`src/sv/htdec_ram.sv`:
```
// Generic single-port-write, single-port-read RAM with a registered read.
module htdec_ram #(
  parameter int WIDTH = 8,
  parameter int DEPTH = 16
) (
  input  logic                     clk,
  input  logic                     we,
  input  logic [$clog2(DEPTH)-1:0] waddr,
  input  logic [WIDTH-1:0]         wdata,
  input  logic                     re,
  input  logic [$clog2(DEPTH)-1:0] raddr,
  output logic [WIDTH-1:0]         rdata
);

  logic [WIDTH-1:0] mem [DEPTH];

  always_ff @(posedge clk) begin
    if (we) begin
      mem[waddr] <= wdata;
    end
    if (re) begin
      rdata <= mem[raddr];
    end
  end

endmodule

```
`config.mk`:
```
export PLATFORM = sky130hd
export DESIGN_NAME = htdec_ram
export DESIGN_NICKNAME = d
export VERILOG_FILES = /design/src/sv/htdec_ram.sv
export SDC_FILE = /design/constraint.sdc
export NUM_CORES = 1
export LEC_CHECK = 0
export BUFFER_PORTS_ARGS = -buffer_cell sky130_fd_sc_hd__buf_4
export CAP_MARGIN = 20
export CORE_MARGIN = 5
export CORE_UTILIZATION = 35
export CTS_CLUSTER_SIZE = 24
export DETAILED_ROUTE_END_ITERATION = 16
export PLACE_DENSITY = 0.5
export REMOVE_ABC_BUFFERS = 1
export SYNTH_ARGS = -nofsm -noshare
export SYNTH_HDL_FRONTEND = slang
export SYNTH_SLANG_ARGS = --single-unit
```
`constraint.sdc`:
```
create_clock -name clk -period 3.52 [get_ports clk]
set_clock_uncertainty 0.1 [all_clocks]
set_input_delay 0.176 -clock clk [delete_from_list [all_inputs] [get_ports clk]]
set_output_delay 0.176 -clock clk [all_outputs]
set_load 0.005 [all_outputs]
```
Word level (Yosys, flattened, before mapping)
Memories as Yosys holds them, arrays and structs flattened. A register that Yosys moved wholly into a read port is not among the register bits.
Index checks and enable logic that the tools add are counted.
{ "totals": {"regBits": 0, "mem_bits_rw": 128, "inputBits": 19, "out_inout_bits": 8, "word_cells": 3, "n_memories": 1} }
{ "op_classes": {"mux": 2} }
{ "memory_table": {"columns": ["memory", "words", "width", "read_ports", "rd_ports_with_merged_regs", "wr", "line", "rtl"], "rows": [
  ["mem", 16, 8, 1, 1, 1, "15", "logic [WIDTH-1:0] mem [DEPTH];"]
]} }
{ "op_table": {"columns": ["op", "n"], "rows": [
  ["1-bit 2-to-1 mux", 2]
]} }

Longest topological paths before layout
{ "logic_depth": {"ltp_word": 2, "mapped_depth": 5, "mapped_depth_nobuf": 3} }

Worst setup path before layout
OpenSTA, ideal clock, no wires.
{ "synth_timing": {"path_type": "input -> register", "start": "in waddr[2]", "end": "mem mem[0][0] (enable)", "setup_time_ps": 383, "t_arrival_ps": 1286, "required_time_ps": 3037, "setup_slack_ps": 1751, "stages": 2, "path_buffers": 0, "path_cell_list": "or3b_2 > nor3_1"} }
{ "synth_rtl": {"columns": ["element", "line", "rtl"], "rows": [
  ["start: declaration", "8", "input logic [$clog2(DEPTH)-1:0] waddr,"],
  ["end: declaration", "15", null]
]} }
Straight into the memory's write port.

==> key figures <==
Worst setup path
  • CP peak stage delay: approximately 0.67 ns
  • Crit-path cells: buf_4, mux4_1, a22oi_1, nand2_1
  • Slowest cell on the critical path: mux4_1
  • Crit path buf inv count: 1
  • Startpoint Class: input pin
  • Worst setup path category: input pin to flip-flop
  • Worst Setup End Kind: flip-flop
  • Worst reg2reg setup slack: ~1.9 ns
  • Critical Path AT: 1.77 ns
  • Top fanout value on the critical path: 32
  • Req. time, crit path: between 3 and 4 ns
  • CP delay by family, top: multiplexers

Place
  • DP Area: 5600 um2
  • Dpl cells: 433
  • Dpl hpwl: about 6500 um
  • Placer Congestion: 0.709
  • IO Port Bufs: 26
  • Dpl ws: 1.33 ns

Layout
  • # nets final: 296
  • Commonest cells after routing, fill and taps aside: 136 x edfxtp_1, 30 x buf_4, 18 x mux4_2, 17 x clkbuf_16, 16 x a22oi_1
  • P&R area growth vs syn: 20.5%
  • Final non-filler cell total: about 470
  • Fillcell total: 1,248
  • Antenna Cells: 0
  • Most common cell after layout, fill and taps aside: edfxtp_1
  • Fraction of layout cells with a size suffix above 1: 0.266
  • Post-route cell area: around 6300 um2

Floorplanning
  • Core area: approximately 15,000 um2
  • Die Y: around 130 um
  • Rows: between 40 and 50
  • Die ar.: approximately 17,000 um2
  • I/O pins: 27
  • Die Width: about 130 um
  • Initial core utilization: 0.358

Global route
  • Pin count of the biggest net entering global routing: 33
  • Vias in the first global route: ~2,700
  • GRT overflow: 0
  • Total track usage: 0.129
  • First-pass GRT wire length: ~16,000 um
  • Initial antenna violation count: 0

Clock tree
  • CTS tree: built
  • H-tree levels: 4
  • Root Buffer: clkbuf_16
  • CTS Buf Count: 17
  • CTS Sinks: 136
  • Clk buf depth: 2
  • Reg clk slew, reported paths: 0.06 ns
  • Post-CTS setup buffers: 0
  • Worst-skew pair later-pin latency: roughly 0.42 ns
  • CTS resizes: 0

Logic synthesis
  • Largest cells by area after synthesis: edfxtp_1 78%, mux4_2 7.8%, mux4_1 7.0%
  • #FFs+latches synth: between 100 and 150
  • Main combinational cell family by area after synthesis: multiplexers
  • Top cell type's share of synthesized area: 0.781
  • Syn Inst Count: approximately 230
  • Largest area contributor in the netlist: edfxtp_1
  • Synthesized area: about 5200 um2
  • Xor and xnor area share after synthesis: 0
  • Ys Warns: 0
  • Netlist cell types: 18
  • Post-synthesis compound-gate area fraction: 0.0230
  • Register area share after synthesis: 0.781
  • Syn_area_per_cell: between 20 and 25 um2
  • Simple logic cell fraction of the synthesized area: 0.0314
  • Multiplexer share of the synthesized area: 0.148
  • Post-synthesis adder-cell area fraction: 0

Timing
  • F_max: ~0.58 GHz
  • Worst Tran Pin Value: ~0.96 ns
  • Slew HR: 0.359
  • Final-report max-slew violation count: 0
  • Post-route setup slack: approximately 1.8 ns
  • Tcrit/Tclk final: 0.486
  • Fin Setup TNS: 0 ns
  • Endpoints failing hold: 0
  • Fin Hold WS: around 0.19 ns
  • Final min period: 1.71 ns
  • Count of final setup violators: 0
  • RSZ-0062 raised after global routing: false

Routing
  • Final wirelength: 10,700 um
  • Via count: roughly 2,400
  • DRC: 0
  • Via-to-Cell Ratio: a little over 5
  • Antenna-violating nets left: 0
  • DRT iter0 DRCs: 218
  • Routed len/inst: 22.6 um
  • TritonRoute pass-1 iters: 4

Job
  • Max cap viols: 0

Power
  • P per Cell Area: 608 nW/um2
  • Leak: 2.08 nW
  • Max VDD drop: between 300 and 400 uV

Worst hold path
  • Worst Hold Class: input pin to flip-flop

Outcome
  • Status: finished, final reports clean
==> worst paths after layout <==
path / startpoint / end / cells after the start
setup reg to reg: mem[1][0] / rdata[0] / 3
hold reg to reg: mem[11][4] / rdata[4] / 3
hold / removal: waddr[0] / mem[12][3] / 3
setup / recovery: raddr[0] / rdata[0] / 4
==> worst reg2reg max path, stage by stage (launching register included) <==
cell and delay, ns:
edfxtp_1 0.37, mux4_1 0.54, a22oi_1 0.32, nand2_1 0.09
==> Yosys cell counts <==
library cell and number:
buf_6 3, a22oi_1 16, nor2_1 13, nand3_1 1, clkdlybuf4s25_2 3, mux4_2 18, buf_2 3, buf_4 1
nor2b_1 1, nor3_1 4, and2b_1 1, mux4_1 14, nand2b_1 2, edfxtp_1 136, nand3b_1 2, or3b_2 1
and2_1 1, nand2_1 9
==> kinds of logic after synthesis <==
family	count (synthesis)
AND/OR/NAND/NOR	35
buffers and inverters	10
AO/OA/AOI/OAI	16
flip-flops	136
multiplexers	32
==> per-layer routing <==
metal	track usage	wire length, um	part of all wire	vias up
met1	0.177	5150	0.48	1272
met3	0.0447	457	0.043	9
li1	-	-	-	1079
met5	0	0	0	-
met2	0.193	4950	0.46	58
met4	0.0452	126	0.012	0
==> registers in the layout, indices dropped and copies added (netlist names) <==
name,flops
rdata,8
mem,128
==> report_power, final <==
group | switching (mW) | internal (mW) | total (mW)
clock network | 0.643 | 1.18 | 1.82
logic | 0.0946 | 0.0796 | 0.174
registers | 0.0106 | 1.83 | 1.84
total | 0.748 | 3.08 | 3.83
==> stage by stage <==
stage	total power, mW	util
floorplan	1.94	-
global placement	2.04	0.384
detailed placement	2.04	0.384
CTS	3.87	0.432
global route	3.96	0.432
finish	3.83	0.432
==> final cells by class <==
type	instances	area (um2)	area share
sequential	136	4080	0.648
multi-input combinational	83	1060	0.168
clock buffer	19	433	0.0687
timing repair buffer	39	315	0.0501
tap	184	230	0.0366
clock inverter	13	179	0.0284
==> timing repair <==
| action | CTS | global route |
|---|---|---|
| endpoints found under the setup margin | 0 | 0 |
| hold buffers | 9 | 0 |
| hold endpoints to repair | 123 | 0 |
Power figures use the tool's default switching activity.
